==> src/rtl/core/tet_pkg.sv <==
package tet_pkg;

  // Table geometry
  localparam int TABLE_DEPTH = 32;
  localparam int IDX_W       = (TABLE_DEPTH > 1) ? $clog2(TABLE_DEPTH) : 1;
  localparam int CNT_W       = $clog2(TABLE_DEPTH + 1);

  // Field widths
  localparam int CMD_W   = 2;
  localparam int KEY_W   = 64;
  localparam int TIME_W  = 32;
  localparam int EXP_W   = TIME_W + 1;
  localparam int COUNT_W = 6;

  // Reported count saturates at the output width
  localparam int COUNT_MAX = (1 << COUNT_W) - 1;
  localparam int SAT_W     = (CNT_W > COUNT_W) ? CNT_W : COUNT_W;

  localparam logic [TIME_W-1:0] LIFETIME_RESET = TIME_W'(1);

  // Command codes (code 3 behaves as count only)
  localparam logic [CMD_W-1:0] CMD_GENERATE = 2'd0;
  localparam logic [CMD_W-1:0] CMD_RENEW    = 2'd1;
  localparam logic [CMD_W-1:0] CMD_COUNT    = 2'd2;

  typedef enum logic [1:0] {
    ST_IDLE,
    ST_SCAN,
    ST_DRAIN,
    ST_WRITE
  } state_t;

  typedef struct packed {
    logic load;    // capture transaction, clear scan trackers
    logic scan;    // issue a table read and advance the address
    logic commit;  // write back and publish the result
  } ctl_cmd_t;

  typedef struct packed {
    logic scan_last;  // read address is at the last slot
  } ctl_status_t;

endpackage

==> src/rtl/core/tet_ctrl.sv <==
module tet_ctrl (
  input  logic                 clk,
  input  logic                 rst,
  input  logic                 start,
  output logic                 busy,
  input  tet_pkg::ctl_status_t status,
  output tet_pkg::ctl_cmd_t    cmd
);

  tet_pkg::state_t state;
  tet_pkg::state_t state_next;

  always_ff @(posedge clk) begin
    if (rst) begin
      state <= tet_pkg::ST_IDLE;
    end else begin
      state <= state_next;
    end
  end

  always_comb begin
    state_next = state;
    cmd        = '0;
    busy       = 1'b1;
    unique case (state)
      tet_pkg::ST_IDLE: begin
        busy = 1'b0;
        if (start) begin
          cmd.load   = 1'b1;
          state_next = tet_pkg::ST_SCAN;
        end
      end
      tet_pkg::ST_SCAN: begin
        cmd.scan = 1'b1;
        if (status.scan_last) begin
          state_next = tet_pkg::ST_DRAIN;
        end
      end
      // last read result is evaluated here
      tet_pkg::ST_DRAIN: begin
        state_next = tet_pkg::ST_WRITE;
      end
      tet_pkg::ST_WRITE: begin
        cmd.commit = 1'b1;
        state_next = tet_pkg::ST_IDLE;
      end
      default: begin
        state_next = tet_pkg::ST_IDLE;
      end
    endcase
  end

  a_accept_goes_busy: assert property (@(posedge clk) disable iff (rst)
    (start && !busy) |=> busy)
    else $error("accepted transaction did not start a scan");

  a_commit_ends_busy: assert property (@(posedge clk) disable iff (rst)
    cmd.commit |=> !busy)
    else $error("controller stayed busy after commit");

endmodule

==> src/rtl/core/tet_datapath.sv <==
module tet_datapath (
  input  logic                         clk,
  input  logic                         rst,
  input  tet_pkg::ctl_cmd_t            cmd,
  output tet_pkg::ctl_status_t         status,
  input  logic [tet_pkg::CMD_W-1:0]    command,
  input  logic [tet_pkg::KEY_W-1:0]    lease_key,
  input  logic [tet_pkg::TIME_W-1:0]   current_time,
  input  logic                         cfg_we,
  input  logic [tet_pkg::TIME_W-1:0]   cfg_data,
  output logic                         done,
  output logic [tet_pkg::COUNT_W-1:0]  live_count,
  output logic                         applied,
  output logic                         table_full
);

  // Table storage
  logic                        slot_valid [tet_pkg::TABLE_DEPTH];
  logic [tet_pkg::KEY_W-1:0]   mem_key    [tet_pkg::TABLE_DEPTH];
  logic [tet_pkg::EXP_W-1:0]   mem_exp    [tet_pkg::TABLE_DEPTH];

  logic [tet_pkg::TIME_W-1:0]  lifetime;

  // Captured transaction
  logic [tet_pkg::CMD_W-1:0]   cmd_q;
  logic [tet_pkg::KEY_W-1:0]   key_q;
  logic [tet_pkg::TIME_W-1:0]  now_q;

  // Read stage
  logic [tet_pkg::IDX_W-1:0]   addr;
  logic                        rd_en;
  logic [tet_pkg::IDX_W-1:0]   rd_idx;
  logic                        rd_vld;
  logic [tet_pkg::KEY_W-1:0]   rd_key;
  logic [tet_pkg::EXP_W-1:0]   rd_exp;

  // Scan trackers
  logic                        match_found;
  logic [tet_pkg::IDX_W-1:0]   match_idx;
  logic                        match_live;
  logic                        free_found;
  logic [tet_pkg::IDX_W-1:0]   free_idx;
  logic [tet_pkg::CNT_W-1:0]   live_cnt;

  logic                        e_live;
  logic                        e_match;

  logic                        do_write;
  logic                        old_live;
  logic                        new_live;
  logic                        no_slot;
  logic [tet_pkg::IDX_W-1:0]   tgt;
  logic [tet_pkg::EXP_W-1:0]   new_exp;
  logic [tet_pkg::CNT_W-1:0]   count_after;
  logic [tet_pkg::SAT_W-1:0]   count_wide;
  logic [tet_pkg::COUNT_W-1:0] count_sat;

  assign status.scan_last = (addr == tet_pkg::IDX_W'(tet_pkg::TABLE_DEPTH - 1));

  always_ff @(posedge clk) begin
    if (rst) begin
      lifetime <= tet_pkg::LIFETIME_RESET;
    end else if (cfg_we) begin
      lifetime <= cfg_data;
    end
  end

  always_ff @(posedge clk) begin
    if (cmd.load) begin
      cmd_q <= command;
      key_q <= lease_key;
      now_q <= current_time;
    end
  end

  always_ff @(posedge clk) begin
    if (rst) begin
      addr  <= '0;
      rd_en <= 1'b0;
    end else begin
      rd_en <= cmd.scan;
      if (cmd.load) begin
        addr <= '0;
      end else if (cmd.scan && !status.scan_last) begin
        addr <= addr + 1'b1;
      end
    end
  end

  always_ff @(posedge clk) begin
    rd_idx <= addr;
    rd_vld <= slot_valid[addr];
    rd_key <= mem_key[addr];
    rd_exp <= mem_exp[addr];
  end

  assign e_live  = rd_vld && (rd_exp > {1'b0, now_q});
  assign e_match = rd_vld && (rd_key == key_q);

  always_ff @(posedge clk) begin
    if (cmd.load) begin
      match_found <= 1'b0;
      match_live  <= 1'b0;
      free_found  <= 1'b0;
      live_cnt    <= '0;
    end else if (rd_en) begin
      if (e_match && !match_found) begin
        match_found <= 1'b1;
        match_idx   <= rd_idx;
        match_live  <= e_live;
      end
      if (!e_live && !free_found) begin
        free_found <= 1'b1;
        free_idx   <= rd_idx;
      end
      if (e_live) begin
        live_cnt <= live_cnt + 1'b1;
      end
    end
  end

  // Write-back decision
  always_comb begin
    do_write = 1'b0;
    old_live = 1'b0;
    no_slot  = 1'b0;
    tgt      = match_idx;
    case (cmd_q)
      tet_pkg::CMD_GENERATE: begin
        if (match_found) begin
          do_write = 1'b1;
          old_live = match_live;
        end else if (free_found) begin
          do_write = 1'b1;
          tgt      = free_idx;
        end else begin
          no_slot = 1'b1;
        end
      end
      tet_pkg::CMD_RENEW: begin
        if (match_found && match_live) begin
          do_write = 1'b1;
          old_live = 1'b1;
        end
      end
      default: begin
      end
    endcase
  end

  // now + lifetime never wraps in 33 bits; live again iff lifetime is nonzero
  assign new_exp     = {1'b0, now_q} + {1'b0, lifetime};
  assign new_live    = do_write && (lifetime != '0);
  assign count_after = live_cnt - tet_pkg::CNT_W'(old_live) + tet_pkg::CNT_W'(new_live);
  assign count_wide  = tet_pkg::SAT_W'(count_after);
  assign count_sat   = (count_wide > tet_pkg::SAT_W'(tet_pkg::COUNT_MAX)) ?
                       tet_pkg::COUNT_W'(tet_pkg::COUNT_MAX) :
                       count_wide[tet_pkg::COUNT_W-1:0];

  always_ff @(posedge clk) begin
    if (rst) begin
      for (int i = 0; i < tet_pkg::TABLE_DEPTH; i++) begin
        slot_valid[i] <= 1'b0;
      end
    end else if (cmd.commit && do_write) begin
      slot_valid[tgt] <= 1'b1;
    end
  end

  always_ff @(posedge clk) begin
    if (cmd.commit && do_write) begin
      mem_key[tgt] <= key_q;
      mem_exp[tgt] <= new_exp;
    end
  end

  always_ff @(posedge clk) begin
    if (rst) begin
      done <= 1'b0;
    end else begin
      done <= cmd.commit;
    end
  end

  always_ff @(posedge clk) begin
    if (cmd.commit) begin
      live_count <= count_sat;
      applied    <= do_write;
      table_full <= no_slot;
    end
  end

  a_flags_exclusive: assert property (@(posedge clk) disable iff (rst)
    done |-> !(applied && table_full))
    else $error("applied and table_full both set");

  a_scan_drained: assert property (@(posedge clk) disable iff (rst)
    cmd.commit |-> !rd_en)
    else $error("commit while a table read is still in flight");

  a_count_bound: assert property (@(posedge clk) disable iff (rst)
    cmd.commit |-> (live_cnt <= tet_pkg::CNT_W'(tet_pkg::TABLE_DEPTH)))
    else $error("live count exceeds table depth");

endmodule

==> src/rtl/core/token_expiry_table_unit.sv <==
// Lease table with expiry. Pulse start while busy is low to issue one transaction
// (command, lease_key, current_time are sampled at that edge). Each transaction
// walks all TABLE_DEPTH slots through a single read port, one slot per cycle,
// then drains the last read and writes back; busy stays high from the first
// scan through write-back, and done pulses for exactly one cycle right after
// busy drops, with live_count, applied and table_full valid only in that
// cycle. There is no backpressure on the result side: the receiver must
// capture the result when done is high. A new start may be issued in the
// same cycle that done is shown. The lifetime register is written through
// cfg_we/cfg_data and should only be changed while busy is low.
module token_expiry_table_unit (
  input  logic                         clk,
  input  logic                         rst,
  // command side
  input  logic                         start,
  output logic                         busy,
  input  logic [tet_pkg::CMD_W-1:0]    command,
  input  logic [tet_pkg::KEY_W-1:0]    lease_key,
  input  logic [tet_pkg::TIME_W-1:0]   current_time,
  // lifetime register
  input  logic                         cfg_we,
  input  logic [tet_pkg::TIME_W-1:0]   cfg_data,
  // result side, one-cycle strobe
  output logic                         done,
  output logic [tet_pkg::COUNT_W-1:0]  live_count,
  output logic                         applied,
  output logic                         table_full
);

  // controller <-> datapath
  tet_pkg::ctl_cmd_t    ctl_cmd;
  tet_pkg::ctl_status_t ctl_status;

  // Sequencer: idle -> scan every slot -> drain last read -> write back
  tet_ctrl u_ctrl (
    .clk    (clk),
    .rst    (rst),
    .start  (start),
    .busy   (busy),
    .status (ctl_status),
    .cmd    (ctl_cmd)
  );

  // Table memory, scan trackers, write-back and result registers
  tet_datapath u_datapath (
    .clk          (clk),
    .rst          (rst),
    .cmd          (ctl_cmd),
    .status       (ctl_status),
    .command      (command),
    .lease_key    (lease_key),
    .current_time (current_time),
    .cfg_we       (cfg_we),
    .cfg_data     (cfg_data),
    .done         (done),
    .live_count   (live_count),
    .applied      (applied),
    .table_full   (table_full)
  );

endmodule

==> config.mk <==
export PLATFORM = sky130hd
export DESIGN_NAME = token_expiry_table_unit
export DESIGN_NICKNAME = d
export VERILOG_FILES = /design/src/rtl/core/tet_pkg.sv /design/src/rtl/core/tet_ctrl.sv /design/src/rtl/core/tet_datapath.sv /design/src/rtl/core/token_expiry_table_unit.sv
export SDC_FILE = /design/constraint.sdc
export NUM_CORES = 2
export LEC_CHECK = 0
export BUFFER_PORTS_ARGS = -buffer_cell sky130_fd_sc_hd__buf_4
export CAP_MARGIN = 20
export CORE_MARGIN = 1
export CORE_UTILIZATION = 60
export CTS_CLUSTER_DIAMETER = 150
export DETAILED_ROUTE_END_ITERATION = 12
export GPL_TIMING_DRIVEN = 1
export PLACE_DENSITY = 0.76
export SLEW_MARGIN = 20
export SYNTH_ARGS = -nofsm -noshare
export SYNTH_HDL_FRONTEND = slang
export SYNTH_HIERARCHICAL = 1
export SYNTH_SLANG_ARGS = --single-unit
==> constraint.sdc <==
create_clock -name clk -period 8 [get_ports clk]
set_clock_uncertainty 0.2 [all_clocks]
set_input_delay 0.4 -clock clk [delete_from_list [all_inputs] [get_ports clk]]
set_output_delay 0.4 -clock clk [all_outputs]
set_load 0.01 [all_outputs]
## Yosys cells after proc, flatten, opt, wreduce, memory -nomap -nowiden

Memory sizes are Yosys's and may differ from the RTL's. A register that Yosys moved wholly into a read port is not among the register bits.
Index checks and enable logic that the tools add are counted.

| cells by class | value |
|---|---|
| bitwise gates (word level) | 2 |
| add/sub/neg operators | 5 |
| reductions and logical operators | 24 |
| multiplexer cells | 27 |
| magnitude comparators | 2 |
| eq/ne operators | 8 |

Operators with widths:

| kind | number |
|---|---|
| 64-bit == test | 1 |
| 32-bit by 32-bit adder with 33-bit output | 1 |
| 33-bit by 32-bit greater-than comparator with 1-bit output | 1 |
| 32-bit nonzero test | 1 |
| 5-bit 2-to-1 mux | 4 |
| 1-bit 2-to-1 mux | 18 |
| 1-bit logical AND | 8 |
| 2-bit case mux with 4 select lines | 1 |
| 2-bit AND reduction | 4 |
| 6-bit by 1-bit adder with 6-bit output | 1 |
| 6-bit by 1-bit adder with 6-bit output (second input constant) | 1 |
| 6-bit greater-than comparator (second input constant) | 1 |
| 3-bit AND reduction | 2 |
| 6-bit by 1-bit subtractor with 6-bit output | 1 |
| 5-bit by 1-bit adder with 5-bit output (second input constant) | 1 |
| 5-bit == test (second input constant) | 1 |
| 2-bit by 1-bit == test with 1-bit output (second input constant) | 2 |
| 2-bit == test (second input constant) | 2 |
| 1-bit zero test | 4 |
| 2-bit zero test | 2 |
| 2-bit 2-to-1 mux | 2 |
| 1-bit case mux with 2 select lines | 2 |
| 2-bit OR reduction | 2 |
| 2-bit by 1-bit inequality test with 1-bit output (second input constant) | 1 |
| other kinds (3) | 4 |

| word-level totals | value |
|---|---|
| flip-flop bits (word level) | 171 |
| bits in writable memories | 3136 |
| input bits | 134 |
| memories kept | 3 |
| logic and storage cells | 89 |

Memory list:

| name | words | width | read ports | clocked after Yosys merged registers in | write ports | RTL line | source |
|---|---|---|---|---|---|---|---|
| u_datapath.mem_key | 32 | 64 | 1 | 1 | 1 | tet_datapath.sv:19 | `logic [tet_pkg::KEY_W-1:0] mem_key [tet_pkg::TABLE_DEPTH];` |
| u_datapath.mem_exp | 32 | 33 | 1 | 1 | 1 | tet_datapath.sv:20 | `logic [tet_pkg::EXP_W-1:0] mem_exp [tet_pkg::TABLE_DEPTH];` |
| u_datapath.slot_valid | 32 | 1 | 1 | 1 | 32 | tet_datapath.sv:18 | `logic slot_valid [tet_pkg::TABLE_DEPTH];` |

## Longest topological paths before layout

| logic depth | value |
|---|---|
| depth in word-level cells | 9 |
| mapped depth | 13 |
| mapped depth without buffers | 13 |

## Cells and area by module

Netlist, hierarchy kept.

Modules (own cells, without submodules):

| module | cells each | instances | area an instance (um^2) | sequential area each (um^2) |
|---|---|---|---|---|
| tet_datapath | 5468 | 1 | 129449.2 | 100356.2 |
| tet_ctrl | 20 | 1 | 193.9 | 40.0 |

## Worst setup path after synthesis

Ideal clock, no wire load.

| timing path | value |
|---|---|
| kind | reg2reg |
| from | register u_datapath/cmd_q[0] (netlist name) |
| to | memory u_datapath/mem_exp[11][0] (netlist name) (enable) |
| cell stages (with the launch flop) | 8 |
| arrival time | 5.811 ns |
| setup time | 0.555 ns |
| setup slack | 1.434 ns |
| required time | 7.245 ns |
| cells stage by stage | edfxtp_1 -> nand2b_1 -> nor3_1 -> clkbuf_1 -> nand3_1 -> o21ai_0 -> nand2_1 -> nor2_1 |

| on the way | value |
|---|---|
| word-level cells in the longest chain between the ends | 5 |
| elaborated cells on any way between the ends | 7 |

Ends and longest elaborated chain:

| what | RTL line | source |
|---|---|---|
| from (decl) | tet_datapath.sv:25 | `logic [tet_pkg::CMD_W-1:0] cmd_q;` |
| from (signal assigned) | tet_datapath.sv:70 | `cmd_q <= command;` |
| 2-bit by 1-bit == test with 1-bit output / 2-bit zero test (equally long branches) | tet_datapath.sv:128 | `case (cmd_q)` |
| 1-bit case mux with 2 select lines | tet_datapath.sv:128 |  |
| 1-bit logical AND | tet_datapath.sv:171 | `if (cmd.commit && do_write) begin` |
| 1-bit 2-to-1 mux | tet_datapath.sv:171 |  |
| 1-bit 2-to-1 mux (not written as such) | tet_datapath.sv:173 | `mem_exp[tgt] <= new_exp;` |
| to (decl) | tet_datapath.sv:20 |  |

Parallel ways exist; a longest one is shown, timed or not.

## Final worst setup path

| timing path | value |
|---|---|
| from | register u_datapath/now_q[0] (netlist name) |
| to | memory u_datapath/mem_exp[8][32] (netlist name) (data pin) |

| on the way | value |
|---|---|
| word-level cells in the longest chain between the ends | 1 |

Ends and longest elaborated chain:

| what | RTL line | source |
|---|---|---|
| from (decl) | tet_datapath.sv:27 | `logic [tet_pkg::TIME_W-1:0] now_q;` |
| from (signal assigned) | tet_datapath.sv:72 | `now_q <= current_time;` |
| 32-bit by 32-bit adder with 33-bit output | tet_datapath.sv:152 | `assign new_exp = {1'b0, now_q} + {1'b0, lifetime};` |
| named net u_datapath.new_exp (one bit) | tet_datapath.sv:53 | `logic [tet_pkg::EXP_W-1:0] new_exp;` |

The timed path passes the listed nets, and every way through them passes these cells.

==> results.sh <==
export IMPL_async_flop_share_pct=0
export IMPL_hold_start="lease_key[21]"
export IMPL_setup_viol=0
export IMPL_dieArea_mm2=0.218
export IMPL_vias_per_cell=6.83
export IMPL_clk_pin_slew_ps=60
export IMPL_wl_per_cell_um=34.9
export IMPL_cts_tree="yes"
export IMPL_synth_xor_area_share_pct=0.574
export IMPL_ant_nets=0
export IMPL_outcome="finished, final reports clean"
export IMPL_synth_nets=5705
export IMPL_relSlewSlack_pct=19.4
export IMPL_pwr_share_seq_pct=50.2
export IMPL_vdd_drop_max_v=0.000229
export IMPL_drive_gt1_share_pct=30.5
export IMPL_grt_pass1_vias=64739
export IMPL_first_pass_iters=5
export IMPL_clk_path_buf_depth=4
export IMPL_wl_mm=323
export IMPL_reg2reg_setup_slack_ps=2820
export IMPL_clock_latency_ps=970
export IMPL_p_leak_nw=46.7
export IMPL_ys_ff_latch=3405
export IMPL_holdPathEnd="u_datapath/key_q[21]"
export IMPL_grt_max_degree=157
export IMPL_die_w_um=467
export IMPL_final_area_mm2=0.149
export IMPL_syn_cell_area_mm2=0.130
export IMPL_dpl_hpwl_mm=146
export IMPL_fmax_ghz=0.193
export IMPL_cts_made_buffers=340
export IMPL_total_power_mw=42.8
export IMPL_synth_compound_area_share_pct=0.849
export IMPL_yosys_area_share_simple_pct=1.16
export IMPL_floorplan_initialDensity_pct=60.4
export IMPL_internal_power_mw=32.8
export IMPL_drtIter0Drc=8946
export IMPL_drv_slew=0
export IMPL_p_clk_share_pct=37.3
export IMPL_core_area_mm2=0.215
export IMPL_rsz0062_at_grt="false"
export IMPL_synth_area_mux_share_pct=18.2
export IMPL_p_per_area_mw_per_mm2=286
export IMPL_crit_type="reg -> reg"
export IMPL_synthTopCellsByArea="edfxtp_1 75%, mux4_2 17%, dfxtp_1 2.9%"
export IMPL_htreeDepth=5
export IMPL_pin_count=144
export IMPL_grt_pass1_wl_mm=461
export IMPL_hold_path_class="in -> reg"
export IMPL_dpl_cell_count=8374
export IMPL_cp_required_ps=8370
export IMPL_min_period_ps=5180
export IMPL_post_cts_setup_buffers=0
export IMPL_cp_max_fo=32
export IMPL_drc_errors=0
export IMPL_combPwrFrac_pct=12.5
export IMPL_r2r_start="u_datapath/now_q[0]"
export IMPL_grt_overflow=0
export IMPL_vias=63229
export IMPL_yosysTopAreaCellShare_pct=74.6
export IMPL_maxCapViolCount=0
export IMPL_fin_tns_setup_ps=0
export IMPL_final_hold_viol_count=0
export IMPL_endpoint_kind="register"
export IMPL_fin_cells=9264
export IMPL_cts_root_buffer_cell="clkbuf_16"
export IMPL_synth_top_area_cell="edfxtp_1"
export IMPL_port_buffers=143
export IMPL_synth_top_family_by_area="multiplexers"
export IMPL_gr_usage_all_layers_pct=30.0
export IMPL_syn_instance_count=5488
export IMPL_hold_depth=2
export IMPL_fill_cells=11951
export IMPL_swShare_pct=23.5
export IMPL_placed_cell_area_mm2=0.135
export IMPL_cp_data_arrival_time_ps=5550
export IMPL_die_h_um=467
export IMPL_synth_ff_type="edfxtp_1"
export IMPL_post_route_period_util_pct=64.7
export IMPL_tightest_slew_ps=1210
export IMPL_synthToLayoutAreaGrowth_pct=15.3
export IMPL_power_switching_mw=10.1
export IMPL_nNetsFinal=6385
export IMPL_synth_edf_count=3220
export IMPL_yosys_area_share_adder_pct=0.813
export IMPL_antenna_found_initial=6
export IMPL_reg2reg_to="u_datapath/mem_exp[8][32]"
export IMPL_worst_setup_path_start_kind="register"
export IMPL_num_rows=170
export IMPL_yosysWarnings=6
export IMPL_rr_worst_depth=11
export IMPL_ys_types=66
export IMPL_globalplace_congestion=0.837
export IMPL_postSynthAreaPerCell_um2=23.6
export IMPL_hold_ws_ps=55.5
export IMPL_clkSinkCount=3405
export IMPL_ys_seq_area_share_pct=77.4
## through the flow
stage	util, %	setup slack, ps
6_report	69.6	2820
5_1_grt	69.6	2640
4_1_cts	69.5	2900
3_5_place_dp	63.0	2940
3_3_place_gp	63.0	2940
2_1_floorplan	-	1430
## timing repair
item	in CTS	in global routing
hold buffers	288	0
endpoints found under the hold margin	185	0
resized for setup	0	0
## cell usage after synthesis (all sizes together) (3+ instances only)
cell,number
nand2,29
o211ai,4
and2,6
and3,4
a221oi,3
nor3,17
nor4,25
a2111oi,3
nor3b,4
buf,74
nand3,13
a31oi,5
o2111ai,3
dfxtp,185
a22o,4
mux4,980
nand2b,10
a21o,29
nor2b,10
ha,81
o22ai,7
nand4,20
o21a,6
nor2,153
clkbuf,179
xor2,47
a211oi,4
o2bb2ai,3
o21ai,29
a31o,4
edfxtp,3220
a21oi,44
inv,73
mux2i,37
mux2,99
xnor2,38
## layer usage
metal / GRT usage [%] / wire, um
met1: 41.2 / 116000
met2: 49.1 / 161000
met3: 5.76 / 34600
met4: 10.3 / 11700
met5: 0 / 40
## logic make-up after synthesis
family                     Yosys count
muxes                             1116
adders and majority gates           83
DFF                               3405
AOI/OAI and AO/OA                  166
xor gates and xnor gates            85
buffers and inverters              326
and+or+nand+nor                    307
## power groups by stage
stage	Sequential, mW	Clock (mW)	Combinational, mW
finish	21.5	16.0	5.36
global route	21.5	16.7	5.69
CTS	21.5	16.1	5.28
detailed placement	21.9	0	5.08
global placement	21.8	0	4.94
floorplan	21.8	0	3.46
## how the worst max path moves through the flow
| stage | slack, ps | from | end | cells after the start |
|---|---|---|---|---|
| floorplan | 1430 | u_datapath/cmd_q[0] | u_datapath/mem_exp[11][0] | 7 |
| global placement | 2940 | u_datapath/now_q[0] | u_datapath/mem_exp[23][30] | 11 |
| detailed placement | 2940 | u_datapath/now_q[0] | u_datapath/mem_exp[27][30] | 11 |
| CTS | 2900 | u_datapath/now_q[0] | u_datapath/mem_exp[27][30] | 11 |
| global route | 2640 | u_datapath/lifetime[0] | u_datapath/mem_exp[24][32] | 11 |
| finish | 2820 | u_datapath/now_q[0] | u_datapath/mem_exp[8][32] | 11 |
## worst max-delay path, cell delays in order, from the launching register on
cell	delay (ps)
edfxtp_1	370
ha_1	220
inv_1	70
fa_1	430
nor2b_1	230
o2111ai_1	230
a31oi_1	380
o21ai_0	260
o41ai_2	740
o211ai_1	250
a311o_1	470
o21ai_2	950
## cell usage in the layout, fill, tap and decap left out, types with 25 or more instances in the layout
cell / n
dlygate4sd3_1: 288
nand2_1: 29
dfxtp_1: 180
mux2_2: 99
nor2_1: 119
o21ai_0: 25
bufinv_16: 31
mux4_2: 980
buf_4: 273
clkbuf_16: 347
clkbuf_8: 44
clkinv_2: 44
a21oi_1: 44
xor2_1: 36
edfxtp_1: 3220
clkinv_1: 34
inv_1: 73
buf_12: 28
nor4_1: 25
clkbuf_1: 74
mux2i_1: 37
nor2_4: 33
ha_1: 81
## registers in the layout, indices dropped and copies added (netlist names), 2 cells and up
signal / cells
u_datapath/lifetime: 32
u_datapath/live_cnt: 6
u_datapath/rd_exp: 33
u_datapath/mem_key: 2048
u_datapath/rd_idx: 5
u_datapath/key_q: 64
u_datapath/rd_key: 64
u_datapath/addr: 5
u_ctrl/state: 2
u_datapath/live_count: 6
u_datapath/free_idx: 5
u_datapath/mem_exp: 1056
u_datapath/now_q: 32
u_datapath/cmd_q: 2
u_datapath/match_idx: 5
u_datapath/slot_valid: 32
## area by class of cell
cell class                 count  area (um2)  share of cell area (%)
tap                         2838        3550                    2.38
clock buffer                 465        9570                    6.40
multi-input combinational   1757       28600                    19.1
inverter                      73         274                   0.183
sequential                  3405      100000                    67.2
timing repair buffer         591        5550                    3.71
antenna                        2        5.00                 0.00335
clock inverter               133        1500                    1.00
Power figures use the tool's default switching activity.
